## src/sv/mzd_pkg.sv

```systemverilog
// Package for the min z-score deviation block: fixed-point widths, the request
// and result structs, and the divider status struct.
// No dependencies.
package mzd_pkg;

  localparam int FRAC_BITS = 8;
  localparam int PIX_W     = 16;
  localparam int VAL_W     = 24;
  localparam int CNT_W     = 16;
  localparam int DIST_W    = (PIX_W + FRAC_BITS > VAL_W) ? PIX_W + FRAC_BITS : VAL_W;
  localparam int NUM_W     = DIST_W + FRAC_BITS;
  localparam int QCNT_W    = $clog2(VAL_W);

  localparam logic [VAL_W-1:0] VAL_MAX = {VAL_W{1'b1}};

  typedef struct packed {
    logic [PIX_W-1:0] pixel;
    logic [VAL_W-1:0] mean;
    logic [VAL_W-1:0] deviation;
    logic [CNT_W-1:0] model_count;
    logic             first_condition;
    logic             last_condition;
  } mzd_in_t;

  typedef struct packed {
    logic [VAL_W-1:0] min_deviation;
    logic             result_valid;
  } mzd_out_t;

  typedef struct packed {
    logic busy;
    logic done;
  } mzd_div_status_t;

endpackage

```

## src/sv/min_zscore_deviation_top.sv

```systemverilog
// Top level of the min z-score deviation block: distance front end, running
// minimum over conditions and registered result. Depends on mzd_pkg, mzd_div.
// Flow: a condition that needs division passes ST_LOAD, ST_DIV and ST_UPDATE;
// a skipped one goes straight to ST_UPDATE; a saturated one gets an early done.
// One request in flight at a time; divides use the 24-step bit-serial divider.
// Reset: synchronous; clears depth_mode, running minimum, seen flag and output.
module min_zscore_deviation_top (
  input  logic              clk,
  input  logic              rst,
  input  logic              in_valid,
  output logic              in_ready,
  input  mzd_pkg::mzd_in_t  in_data,
  output logic              out_valid,
  input  logic              out_ready,
  output mzd_pkg::mzd_out_t out_data,
  input  logic              cfg_we,
  input  logic              cfg_wdata
);
  import mzd_pkg::*;

  typedef enum logic [1:0] {ST_IDLE, ST_LOAD, ST_DIV, ST_UPDATE} state_t;

  state_t            state;
  logic              depth_mode;
  logic [VAL_W-1:0]  running_minimum;
  logic              seen_valid;
  logic [NUM_W-1:0]  num;
  logic [VAL_W-1:0]  dev;
  logic              cond_ok;
  logic              first;
  logic              last;

  logic [DIST_W-1:0] pix_s;
  logic [DIST_W-1:0] mean_x;
  logic [DIST_W-1:0] distance;
  logic              mode_ok;
  logic              accept;
  logic              out_free;
  logic              emit;
  logic              base_seen;
  logic              take;
  logic [VAL_W-1:0]  min_next;
  logic              seen_next;

  mzd_div_status_t   div_status;
  logic [VAL_W-1:0]  quotient;

  assign accept   = in_valid && in_ready;
  assign in_ready = (state == ST_IDLE);
  assign out_free = !out_valid || out_ready;
  assign emit     = (state == ST_UPDATE) && last && out_free;

  always_comb begin
    if (depth_mode) begin
      pix_s   = DIST_W'(in_data.pixel) << FRAC_BITS;
      mode_ok = (in_data.pixel != '0) && !in_data.pixel[PIX_W-1] &&
                (in_data.model_count != '0);
    end else begin
      pix_s   = DIST_W'(in_data.pixel[7:0]) << FRAC_BITS;
      mode_ok = 1'b1;
    end
    mean_x   = DIST_W'(in_data.mean);
    distance = (pix_s >= mean_x) ? pix_s - mean_x : mean_x - pix_s;
  end

  // minimum update against the base left by the first-condition mark
  always_comb begin
    base_seen = seen_valid && !first;
    take      = cond_ok && (!base_seen || quotient < running_minimum);
    min_next  = take ? quotient : (first ? '0 : running_minimum);
    seen_next = base_seen || take;
  end

  mzd_div u_div (
    .clk       (clk),
    .rst       (rst),
    .start     (state == ST_LOAD),
    .numerator (num),
    .divisor   (dev),
    .status    (div_status),
    .quotient  (quotient)
  );

  always_ff @(posedge clk) begin
    if (rst) begin
      state           <= ST_IDLE;
      depth_mode      <= 1'b0;
      running_minimum <= '0;
      seen_valid      <= 1'b0;
      out_valid       <= 1'b0;
      cond_ok         <= 1'b0;
      first           <= 1'b0;
      last            <= 1'b0;
    end else begin
      if (cfg_we) begin
        depth_mode <= cfg_wdata;
      end
      if (emit) begin
        out_valid <= 1'b1;
      end else if (out_ready) begin
        out_valid <= 1'b0;
      end
      case (state)
        ST_IDLE: begin
          if (accept) begin
            num     <= NUM_W'(distance) << FRAC_BITS;
            dev     <= in_data.deviation;
            cond_ok <= mode_ok && !((distance == '0) && (in_data.deviation == '0));
            first   <= in_data.first_condition;
            last    <= in_data.last_condition;
            state   <= (mode_ok && !((distance == '0) && (in_data.deviation == '0))) ?
                       ST_LOAD : ST_UPDATE;
          end
        end
        ST_LOAD: state <= ST_DIV;
        ST_DIV: begin
          if (div_status.done) begin
            state <= ST_UPDATE;
          end
        end
        ST_UPDATE: begin
          if (!last) begin
            running_minimum <= min_next;
            seen_valid      <= seen_next;
            state           <= ST_IDLE;
          end else if (out_free) begin
            out_data.min_deviation <= seen_next ? min_next : '0;
            out_data.result_valid  <= seen_next;
            running_minimum        <= '0;
            seen_valid             <= 1'b0;
            state                  <= ST_IDLE;
          end
        end
        default: state <= ST_IDLE;
      endcase
    end
  end

  a_idle_div: assert property (@(posedge clk) disable iff (rst)
    in_ready |-> !div_status.busy)
    else $error("request taken while divider busy");

  a_done_state: assert property (@(posedge clk) disable iff (rst)
    div_status.done |-> state == ST_DIV)
    else $error("divider finished outside divide state");

  a_invalid_zero: assert property (@(posedge clk) disable iff (rst)
    out_valid && !out_data.result_valid |-> out_data.min_deviation == '0)
    else $error("invalid result carries nonzero value");

  a_one_at_a_time: assert property (@(posedge clk) disable iff (rst)
    accept |=> !in_ready)
    else $error("second request taken while first in flight");

endmodule

```

## src/sv/mzd_div.sv

```systemverilog
// Bit-serial restoring divider: one quotient bit per cycle, saturating to VAL_W bits.
// Depends on mzd_pkg.
module mzd_div (
  input  logic                       clk,
  input  logic                       rst,
  input  logic                       start,
  input  logic [mzd_pkg::NUM_W-1:0]  numerator,
  input  logic [mzd_pkg::VAL_W-1:0]  divisor,
  output mzd_pkg::mzd_div_status_t   status,
  output logic [mzd_pkg::VAL_W-1:0]  quotient
);
  import mzd_pkg::*;

  typedef enum logic {DV_IDLE, DV_RUN} dv_state_t;

  dv_state_t         state;
  logic              done;
  logic [QCNT_W-1:0] cnt;
  logic [VAL_W-1:0]  rem;
  logic [VAL_W-1:0]  shreg;
  logic [VAL_W-1:0]  dev;

  logic [NUM_W-1:0]  num_hi;
  logic              ovf;
  logic [VAL_W:0]    trial;
  logic [VAL_W:0]    trial_sub;
  logic              qbit;

  // quotient overflows VAL_W bits when the upper part alone reaches the divisor
  assign num_hi    = numerator >> VAL_W;
  assign ovf       = num_hi >= NUM_W'(divisor);
  assign trial     = {rem, shreg[VAL_W-1]};
  assign trial_sub = trial - {1'b0, dev};
  assign qbit      = trial >= {1'b0, dev};

  always_ff @(posedge clk) begin
    if (rst) begin
      state <= DV_IDLE;
      done  <= 1'b0;
      cnt   <= '0;
    end else begin
      done <= 1'b0;
      case (state)
        DV_IDLE: begin
          if (start) begin
            if (ovf) begin
              quotient <= VAL_MAX;
              done     <= 1'b1;
            end else begin
              rem   <= num_hi[VAL_W-1:0];
              shreg <= numerator[VAL_W-1:0];
              dev   <= divisor;
              cnt   <= '0;
              state <= DV_RUN;
            end
          end
        end
        DV_RUN: begin
          rem      <= qbit ? trial_sub[VAL_W-1:0] : trial[VAL_W-1:0];
          shreg    <= {shreg[VAL_W-2:0], 1'b0};
          quotient <= {quotient[VAL_W-2:0], qbit};
          cnt      <= cnt + 1'b1;
          if (cnt == QCNT_W'(VAL_W - 1)) begin
            done  <= 1'b1;
            state <= DV_IDLE;
          end
        end
        default: state <= DV_IDLE;
      endcase
    end
  end

  assign status.busy = (state == DV_RUN);
  assign status.done = done;

endmodule

```

## config.mk

```make
export PLATFORM = sky130hd
export DESIGN_NAME = min_zscore_deviation_top
export DESIGN_NICKNAME = d
export VERILOG_FILES = /design/src/sv/mzd_pkg.sv /design/src/sv/min_zscore_deviation_top.sv /design/src/sv/mzd_div.sv
export SDC_FILE = /design/constraint.sdc
export NUM_CORES = 1
export LEC_CHECK = 0
export BUFFER_PORTS_ARGS = -buffer_cell sky130_fd_sc_hd__buf_2
export CAP_MARGIN = 20
export CORE_MARGIN = 4
export CORE_UTILIZATION = 63
export DETAILED_ROUTE_END_ITERATION = 8
export GPL_ROUTABILITY_DRIVEN = 0
export GPL_TIMING_DRIVEN = 0
export HOLD_SLACK_MARGIN = 0.08
export PLACE_DENSITY = 0.84
export SETUP_SLACK_MARGIN = 0.4
export SYNTH_ARGS = -nofsm -noshare
export SYNTH_HDL_FRONTEND = slang
export SYNTH_SLANG_ARGS = --single-unit
```

## constraint.sdc

```tcl
create_clock -name clk -period 9.3 [get_ports clk]
set_clock_uncertainty 0.15 [all_clocks]
set_input_delay 0.93 -clock clk [delete_from_list [all_inputs] [get_ports clk]]
set_output_delay 0.93 -clock clk [all_outputs]
set_load 0.01 [all_outputs]
```

==> results of run 1 <==
==> worst max-delay path, stage by stage <==
cell and delay [ns]:
buf_2 0.09, inv_1 0.06, ha_1 0.37, a21o_1 0.22, a2111oi_4 0.51, a211o_1 0.25, nand3_2 0.25, a211o_1 0.35
a22o_1 0.24, a2111oi_0 0.38, and4_1 0.29, nand4_1 0.17, a32o_1 0.29
==> kinds of logic after synthesis <==
group           after synthesis  synth area share, %
flops                       200                 48.4
simple gates                282                 13.0
xor+xnor                     40                 3.02
compound gates              264                 16.2
mux                          44                 4.10
buf+inv                     151                 5.07
fa+ha+maj                    94                 10.3
==> cell usage in the layout, fill, tap and decap left out, types with 4 or more instances in the layout <==
cell,Yosys,final
nand3_1,14,14
nor3b_1,5,4
xnor2_1,20,20
nand4_1,22,22
mux2_2,18,18
mux2i_1,25,25
a211o_1,5,5
nand2b_1,38,38
a21o_1,35,35
o22ai_1,4,4
clkbuf_16,0,19
ha_1,92,92
a211oi_1,9,9
xor2_1,20,20
o21a_1,11,11
o31ai_1,8,8
nand2_1,59,59
a31oi_1,9,9
nor3_1,15,14
nor2b_1,15,15
o21ai_0,40,38
buf_2,5,116
clkbuf_1,28,31
nor4_1,21,21
a22o_1,50,50
o21bai_1,7,7
and4_1,4,4
inv_1,114,114
edfxtp_1,161,161
a21oi_1,50,50
nor2_1,60,59
dfxtp_1,39,39
or2_2,4,4
and2_1,10,10
==> power breakdown <==
group | switching [W] | leakage [nW] | total, W | internal [W]
logic | 0.000625 | 3.34 | 0.00105 | 0.000420
registers | 0.0000659 | 1.75 | 0.00123 | 0.00117
clock network | 0.000319 | 0.286 | 0.000710 | 0.000391
==> final cells by class <==
| class | instances | area [sq um] | area share [%] |
|---|---|---|---|
| Buffer | 36 | 156 | 1.19 |
| Clock buffer | 24 | 514 | 3.92 |
| Clock inverter | 8 | 57.6 | 0.439 |
| Inverter | 115 | 432 | 3.29 |
| Multi-Input combinational cell | 724 | 5430 | 41.4 |
| Sequential cell | 200 | 5620 | 42.8 |
| Tap cell | 229 | 287 | 2.18 |
| Timing Repair Buffer | 116 | 626 | 4.77 |
==> per-layer routing <==
metal,wire (um),track usage [%]
met5,0,0
met4,620,8.33
met3,1550,4.49
met2,12700,43.4
met1,10700,32.4
==> flip-flops by register name (all words and copies together) (netlist names) <==
register and flops:
cond_ok 1, u_div.quotient 24, out_valid 1, last 1
num 24, dev 24, depth_mode 1, out_data 25
running_minimum 24, u_div.shreg 16, u_div.dev 24, u_div.cnt 5
first 1, u_div.done 1, state 2, u_div.state 1
seen_valid 1, u_div.rem 24
==> stage by stage <==
step | power (W) | hold WS (ns)
after floorplan | 0.00199 | 0.276
after detailed placement | 0.00227 | 0.285
after CTS | 0.00298 | 0.299
after global routing | 0.00315 | 0.305
final | 0.00299 | 0.299
after global placement | 0.00222 | 0.282
==> worst min-delay path by stage <==
stage	from	to	slack [ns]	cells after the start
2_1_floorplan	dev[1]$_DFFE_PP_	u_div.dev[1]$_DFFE_PP_	0.28	0
3_3_place_gp	dev[4]$_DFFE_PP_	u_div.dev[4]$_DFFE_PP_	0.28	0
3_5_place_dp	dev[4]$_DFFE_PP_	u_div.dev[4]$_DFFE_PP_	0.28	0
4_1_cts	dev[4]$_DFFE_PP_	u_div.dev[4]$_DFFE_PP_	0.30	0
5_1_grt	dev[7]$_DFFE_PP_	u_div.dev[7]$_DFFE_PP_	0.30	0
6_report	dev[7]$_DFFE_PP_	u_div.dev[7]$_DFFE_PP_	0.30	0
==> impl_metrics.json, run 1 <==
{
  "status": "finished clean",
  "stdcell_count": 1452,
  "crit_start": "in_data[51]",
  "numCtsBuffers": 17,
  "drc": 0,
  "synth_common_cells": "161 x edfxtp_1, 114 x inv_1, 92 x ha_1",
  "yosysTopAreaCell": "edfxtp_1",
  "antenna_found_initial": 0,
  "syn_nets": 1257,
  "fin_crit_ns": 4.25,
  "hpwlAfterDp_um": 19400,
  "nets": 1392,
  "grt-ovfl-total": 0,
  "nFillCells": 1254,
  "max_freq_mhz": 236,
  "hold_viol": 0,
  "ys_ff_latch": 200,
  "clockRootBuffer": "clkbuf_16",
  "first_iter_violations": 592,
  "min_path_type": "reg -> reg",
  "rsz0062_at_grt": "no",
  "ys.flop_type": "edfxtp_1",
  "drt_first_pass_iters": 5,
  "leakage_nw": 5.38,
  "min_period_over_period_pct": 45.7,
  "post_cts_buffers": 0,
  "tightest_slew_ns": 1.06,
  "chipHeight_um": 144,
  "clockBufferDepth": 2,
  "syn2layout_area_growth_pct": 13.1,
  "syn_area_sq_um": 11600,
  "end_kind": "register",
  "grt_max_degree": 39,
  "setup_violations": 0,
  "post-route-util_pct": 72.8,
  "grt_pass1_vias": 8552,
  "cts_tree": "done",
  "wire_per_inst_um": 17.6,
  "start_util_pct": 64.4,
  "pin_count": 115,
  "grt_first_pass_wirelength_um": 41500,
  "syn_inst": 1075,
  "grt_usage_pct": 25.2,
  "place_inst": 1420,
  "insertion_delay_ns": 0.43,
  "synthTopCellsByArea": "edfxtp_1 42%, ha_1 9.9%, dfxtp_1 6.7%",
  "drive_gt1_share_pct": 15.5,
  "place_worst_setup_slack_ns": 4.64,
  "wirelength_um": 25600,
  "die-area_sq_um": 20600,
  "worstReg2RegStart": "u_div.rem[0]$_DFFE_PP_",
  "path_class": "in -> reg",
  "crit_end": "cond_ok$_SDFFE_PP0P_",
  "synth_enable_flop_cells": 161,
  "max_cap_violations": 0,
  "r2r_cells": 12,
  "ys_seq_area_share_pct": 48.4,
  "synth.avg_cell_area_sq_um": 10.8,
  "cp-start-kind": "input pin",
  "cts_hold_buf": 0,
  "yosysMostFrequentCell": "edfxtp_1",
  "fin_area_sq_um": 13100,
  "io_buffers": 111,
  "n_antenna_cell": 0,
  "ff2ff_setup_slack_ns": 5.14,
  "setup_tns_ns": 0,
  "cts.sinks": 200,
  "vias": 8846,
  "slew_headroom_pct": 28.9,
  "via_per_inst": 6.09,
  "cp.arrival_ns": 4.43,
  "cts.clk_slew.worst_paths_ns": 0.07,
  "worstReg2RegEnd": "u_div.rem[22]$_SDFFCE_PN0P_",
  "netlist.area_leader.share_pct": 41.7,
  "layout_setup_ws_ns": 5.05,
  "rows": 49,
  "core_sq_um": 18000,
  "power_density_nw_per_um2": 228,
  "ys_warn_count": 0,
  "antenna_left": 0,
  "crit_fanout": 9,
  "ctsResizeCount": 0,
  "die_w_um": 144,
  "synthDistinctLibCells": 70,
  "vdd_drop_max_uv": 134,
  "post_dp_cell_area_sq_um": 12500,
  "slew_viol_final": 0,
  "htreeDepth": 4,
  "async_flop_share_pct": 0,
  "worstPathRequired_ns": 9.48
}
Note: power is estimated with default switching activity, not from simulation.
==> run 2: changes to the inputs <==
Settings changed: ABC_AREA from default to 1, CORE_UTILIZATION 63 to 55, PLACE_DENSITY 0.84 to 0.78.
Clock period 9.3 ns to 3.7 ns, I/O delays scaled along.
==> impl_metrics.json, run 2 <==
{
  "status": "finished clean",
  "io_buffers": 114,
  "p_seq_share_pct": 39.3,
  "setup_tns_ns": 0,
  "largest_reg_flops": 25,
  "die_w_um": 159,
  "yosysTopAreaCell": "edfxtp_1",
  "clockRootBuffer": "clkbuf_16",
  "synth.avg_cell_area_sq_um": 7.95,
  "use_met3_pct": 3.34,
  "rsz0062_at_grt": "no",
  "rows": 55,
  "yosysMostFrequentCell": "nand2_1",
  "tightest_slew_ns": 0.732,
  "grt_max_degree": 29,
  "internal-power_w": 0.00492,
  "chipHeight_um": 159,
  "grt_first_pass_wirelength_um": 51700,
  "max_cap_violations": 0,
  "first_iter_violations": 809,
  "vdd_drop_max_uv": 376,
  "synthDistinctLibCells": 47,
  "crit_path_max_incr_delay_ns": 0.41,
  "slew_viol_final": 0,
  "htreeDepth": 4,
  "vias": 11139,
  "hold_viol": 0,
  "antenna_found_initial": 1,
  "cp.arrival_ns": 3.23,
  "fin_area_sq_um": 14600,
  "worstPathCellList": "clkbuf_2 > nand2_1 > inv_1 > ha_1 > a21oi_2 > a21oi_1 > nor2_4 > nand3_4 > buf_12 > buf_6 > nand2_2 > nand3_1 > nor2_1 > nand2_1 > nor2_2 > nand3_2 > nand2_1 > a21oi_1",
  "synthTopCellsByArea": "edfxtp_1 38%, nand2_1 13%, ha_1 9.1%",
  "syn_inst": 1588,
  "grt_usage_pct": 24.5,
  "combPwrFrac_pct": 35.0,
  "cts.clk_slew.worst_paths_ns": 0.08,
  "netlist.area_leader.share_pct": 38.3,
  "async_flop_share_pct": 0,
  "drive_gt1_share_pct": 12.2,
  "ys_seq_area_share_pct": 44.5,
  "syn2layout_area_growth_pct": 15.7,
  "min_path_type": "in -> reg",
  "path_class": "reg -> reg",
  "hpwlAfterDp_um": 23000,
  "cp_common_cell": "nand2_1",
  "seqCellArea_sq_um": 5620,
  "cts_tree": "done",
  "die-area_sq_um": 25400,
  "power.switching_w": 0.00287,
  "cp-start-kind": "register",
  "crit_fanout": 10,
  "via_per_inst": 5.42,
  "swShare_pct": 36.9,
  "insertion_delay_ns": 0.44,
  "drc": 0,
  "power_density_nw_per_um2": 534,
  "cp_top_family": "simple AND/OR/NAND/NOR gates",
  "min_period_over_period_pct": 82.4,
  "fin_crit_ns": 3.05,
  "core_sq_um": 22600,
  "antenna_left": 0,
  "wire_per_inst_um": 15.1,
  "grt-ovfl-total": 0,
  "leakage_nw": 6.58,
  "multi_input_area_sq_um": 5910,
  "clockBufferDepth": 2,
  "whs_ns": 0.0841,
  "crit_buf_inv": 4,
  "max_freq_mhz": 328,
  "top_usage_layer": "met2",
  "grt.met1_usage_pct": 29.2,
  "clkPwrFrac_pct": 25.7,
  "drt_first_pass_iters": 6,
  "ys_ff_latch": 200,
  "start_util_pct": 55.9,
  "grt_pass1_vias": 11103,
  "ys_warn_count": 0,
  "nets": 1938,
  "final_common_cell": "nand2_1",
  "post_dp_cell_area_sq_um": 13700,
  "mostFrequentLayoutCells": "450 x nand2_1, 240 x inv_1, 161 x edfxtp_1, 122 x a21oi_1, 120 x buf_2",
  "worstPathRequired_ns": 3.88,
  "wirelength_um": 31100,
  "nFillCells": 1861,
  "ys.flop_type": "edfxtp_1",
  "syn_nets": 1770,
  "numCtsBuffers": 17,
  "end_kind": "register",
  "syn_area_sq_um": 12600,
  "synth_enable_flop_cells": 161,
  "power_w": 0.00779,
  "synth_common_cells": "450 x nand2_1, 240 x inv_1, 161 x edfxtp_1",
  "top_register": "out_data",
  "slew_headroom_pct": 51.2,
  "crit_slowest_cell": "ha_1",
  "setup_violations": 0,
  "cts.sinks": 200,
  "met2_usage_pct": 43.7,
  "pin_count": 115
}
[run 2: layer usage]
layer | vias up | wire [um]
met2 | 429 | 15700
met3 | 91 | 1700
met5 | - | 0
li1 | 5561 | -
met4 | 0 | 1200
met1 | 5058 | 12500
[run 2: tightest hold or removal path, cell delays in order]
cell     delay (ns)
buf_2          0.08
o21ai_0        0.07
a21oi_1        0.12
[run 2: kinds of logic after synthesis]
| family | share of synthesized area [%] |
|---|---|
| simple gates | 24.7 |
| xor+xnor | 2.36 |
| fa+ha+maj | 9.44 |
| compound gates | 9.95 |
| flops | 44.5 |
| buf+inv | 9.01 |
[run 2: final cells by class]
cell class              instances  area share [%]
flip-flops and latches        200            38.5
diodes                          1          0.0171
plain buffers                  43            1.41
well taps                     285            2.44
clock inverters                15            1.39
inverters                     248            6.41
repair buffers                149            6.49
clock buffers                  17            2.91
multi-input cells            1097            40.5
[run 2: worst paths after layout]
kind / endpoint / start / slack, ns / cells after the start
hold / removal: last$_SDFFE_PP0P_ / in_data[0] / 0.08 / 3
hold reg to reg: u_div.dev[10]$_DFFE_PP_ / dev[10]$_DFFE_PP_ / 0.29 / 0
setup / recovery: cond_ok$_SDFFE_PP0P_ / depth_mode$_SDFFE_PP0P_ / 0.65 / 18
setup reg to reg: cond_ok$_SDFFE_PP0P_ / depth_mode$_SDFFE_PP0P_ / 0.65 / 18
[run 2: repair_timing]
item,in CTS,in global routing
endpoints found under the hold margin,27,0
gates resized for setup,0,12
buffers inserted,1,0
pin swaps,1,0
setup endpoints to repair,2,57
hold buffers,28,0
[run 2: metrics by stage]
| step | setup slack, ns | instances | util [%] |
|---|---|---|---|
| 5_1_grt | 0.407 | 2055 | 64.7 |
| 3_3_place_gp | -0.229 | 1987 | 60.0 |
| 2_1_floorplan | 0.569 | 1588 | - |
| 4_1_cts | 0.542 | 2054 | 64.6 |
| 3_5_place_dp | 0.384 | 1993 | 60.5 |
| 6_report | 0.653 | 2055 | 64.7 |
[run 2: power by group through the flow]
stage | combinational [W] | clock [W] | sequential (W)
final | 0.00273 | 0.00200 | 0.00306
after global routing | 0.00308 | 0.00213 | 0.00309
after CTS | 0.00269 | 0.00201 | 0.00306
after detailed placement | 0.00263 | 0 | 0.00310
after global placement | 0.00250 | 0 | 0.00311
after floorplan | 0.00192 | 0 | 0.00306
==> run 3: changes to the inputs <==
Settings changed: CORE_UTILIZATION 55 to 61, PLACE_DENSITY 0.78 to 0.82.
Clock period 3.7 ns to 3.1 ns, I/O delays scaled along.
==> impl_metrics.json, run 3 (synthesis results as in run 2) <==
{
  "numCtsBuffers": 17,
  "via_per_inst": 5.77,
  "clockRootBuffer": "clkbuf_16",
  "grt.met1_usage_pct": 33.9,
  "die_w_um": 152,
  "power_w": 0.0103,
  "slew_headroom_pct": 23.5,
  "htreeDepth": 4,
  "tightest_slew_ns": 1.15,
  "top_usage_layer": "met2",
  "r2r_cells": 19,
  "rows": 52,
  "grt_pass1_vias": 11490,
  "min_path_type": "in -> reg",
  "insertion_delay_ns": 0.44,
  "cts.sinks": 200,
  "hpwlAfterDp_um": 23200,
  "max_cap_violations": 0,
  "met2_usage_pct": 49.9,
  "hold_viol": 0,
  "grt-ovfl-total": 0,
  "clkPwrFrac_pct": 22.6,
  "rsz0062_at_grt": "yes",
  "largest_reg_flops": 25,
  "io_buffers": 114,
  "core_sq_um": 20300,
  "nets": 1999,
  "min_period_over_period_pct": 93.4,
  "fin_crit_ns": 2.90,
  "antenna_found_initial": 0,
  "cp.arrival_ns": 2.91,
  "path_class": "reg -> reg",
  "clockBufferDepth": 2,
  "status": "finished clean",
  "first_iter_violations": 1153,
  "power.switching_w": 0.00387,
  "leakage_nw": 7.06,
  "worstReg2RegStart": "dev[1]$_DFFE_PP_",
  "cp-start-kind": "register",
  "setup_tns_ns": 0,
  "use_met3_pct": 3.98,
  "final_common_cell": "nand2_1",
  "worstReg2RegEnd": "u_div.quotient[5]$_SDFFCE_PN1P_",
  "internal-power_w": 0.00645,
  "grt_first_pass_wirelength_um": 54300,
  "ff2ff_setup_slack_ns": 0.20,
  "cts_tree": "done",
  "syn2layout_area_growth_pct": 26.4,
  "p_seq_share_pct": 35.8,
  "end_kind": "register",
  "power_density_nw_per_um2": 647,
  "worstPathRequired_ns": 3.11,
  "max_freq_mhz": 345,
  "grt_usage_pct": 28.6,
  "drt_first_pass_iters": 6,
  "top_register": "out_data",
  "antenna_left": 0,
  "start_util_pct": 62.2,
  "cts.clk_slew.worst_paths_ns": 0.07,
  "chipHeight_um": 152,
  "crit_fanout": 6,
  "pin_count": 115,
  "drive_gt1_share_pct": 21.0,
  "combPwrFrac_pct": 41.5,
  "drc": 0,
  "wirelength_um": 36500,
  "mostFrequentLayoutCells": "419 x nand2_1, 224 x inv_1, 161 x edfxtp_1, 119 x buf_2, 112 x a21oi_1",
  "vdd_drop_max_uv": 493,
  "wire_per_inst_um": 17.4,
  "hold_depth": 3,
  "whs_endpoint": "num[12]$_DFFE_PP_",
  "setup_violations": 0,
  "swShare_pct": 37.5,
  "n_antenna_cell": 0,
  "nFillCells": 1226,
  "grt_max_degree": 26,
  "slew_viol_final": 0,
  "die-area_sq_um": 23000,
  "worstHoldStart": "in_data[46]",
  "vias": 12127
}
==> run 3: worst max path at each step <==
stage | start | end | slack (ns) | cells past startpoint
final | dev[1]$_DFFE_PP_ | u_div.quotient[5]$_SDFFCE_PN1P_ | 0.20 | 19
after global placement | rst | dev[18]$_DFFE_PP_ | -0.31 | 4
after global routing | dev[1]$_DFFE_PP_ | u_div.quotient[7]$_SDFFCE_PN1P_ | 0.05 | 19
after floorplan | state[0]$_SDFFE_PP0P_ | dev[0]$_DFFE_PP_ | 0.44 | 4
after detailed placement | depth_mode$_SDFFE_PP0P_ | state[1]$_SDFFE_PP0P_ | -0.07 | 21
after CTS | depth_mode$_SDFFE_PP0P_ | state[1]$_SDFFE_PP0P_ | 0.25 | 22
==> run 3: repair_timing <==
item	CTS	global route
setup endpoints to repair	161	163
endpoints found under the hold margin	29	0
cloned	6	5
pin swaps	26	48
buffers inserted	24	28
hold buffers	30	0
gates resized for setup	92	115
==> run 3: final cells by class <==
cell class	instances	area, sq um	share of cell area [%]
buffer	43	303	1.90
clock buffer	25	572	3.59
clock inverter	7	61.3	0.385
inverter	248	946	5.93
multi-input combinational	1099	6520	40.9
sequential	200	5620	35.2
tap	270	338	2.12
timing repair buffer	208	1590	9.95
==> run 3: worst max-delay path, cell delays in order (launching register included) <==
cell and delay (ns):
edfxtp_1 0.42, inv_2 0.07, ha_4 0.29, o21ai_2 0.06, a21boi_1 0.22, o21ai_1 0.12
nand2_1 0.10, nand2_1 0.07, nand2_1 0.07, nand2_1 0.08, nand2_1 0.10, nand2_1 0.06
nand2_1 0.05, nand2_1 0.05, nand2_1 0.09, nand2_2 0.07, nor2_4 0.14, nor2_4 0.07
nor2_4 0.18, buf_6 0.16
==> run 3: metrics by stage <==
stage | util [%] | hold slack, ns | setup slack [ns] | cells | area (sq um)
2_1_floorplan | - | 0.254 | 0.438 | 1588 | 12600
3_5_place_dp | 67.1 | 0.287 | -0.0664 | 1975 | 13600
3_3_place_gp | 66.8 | 0.287 | -0.315 | 1972 | 13600
4_1_cts | 74.9 | 0.0983 | 0.252 | 2067 | 15200
5_1_grt | 78.5 | 0.108 | 0.0502 | 2100 | 15900
6_report | 78.5 | 0.102 | 0.203 | 2100 | 15900
==> run 3: metal layers <==
| layer | up-vias | wire length (um) |
|---|---|---|
| li1 | 5687 | - |
| met1 | 5572 | 13700 |
| met2 | 686 | 17900 |
| met3 | 182 | 2600 |
| met5 | - | 0 |
| met4 | 0 | 2310 |
==> run 3: power by group through the flow <==
stage,clock (W),combinational (W),sequential (W)
2_1_floorplan,0,0.00231,0.00365
3_3_place_gp,0,0.00301,0.00370
3_5_place_dp,0,0.00314,0.00371
4_1_cts,0.00231,0.00359,0.00366
5_1_grt,0.00245,0.00465,0.00372
6_report,0.00234,0.00428,0.00370
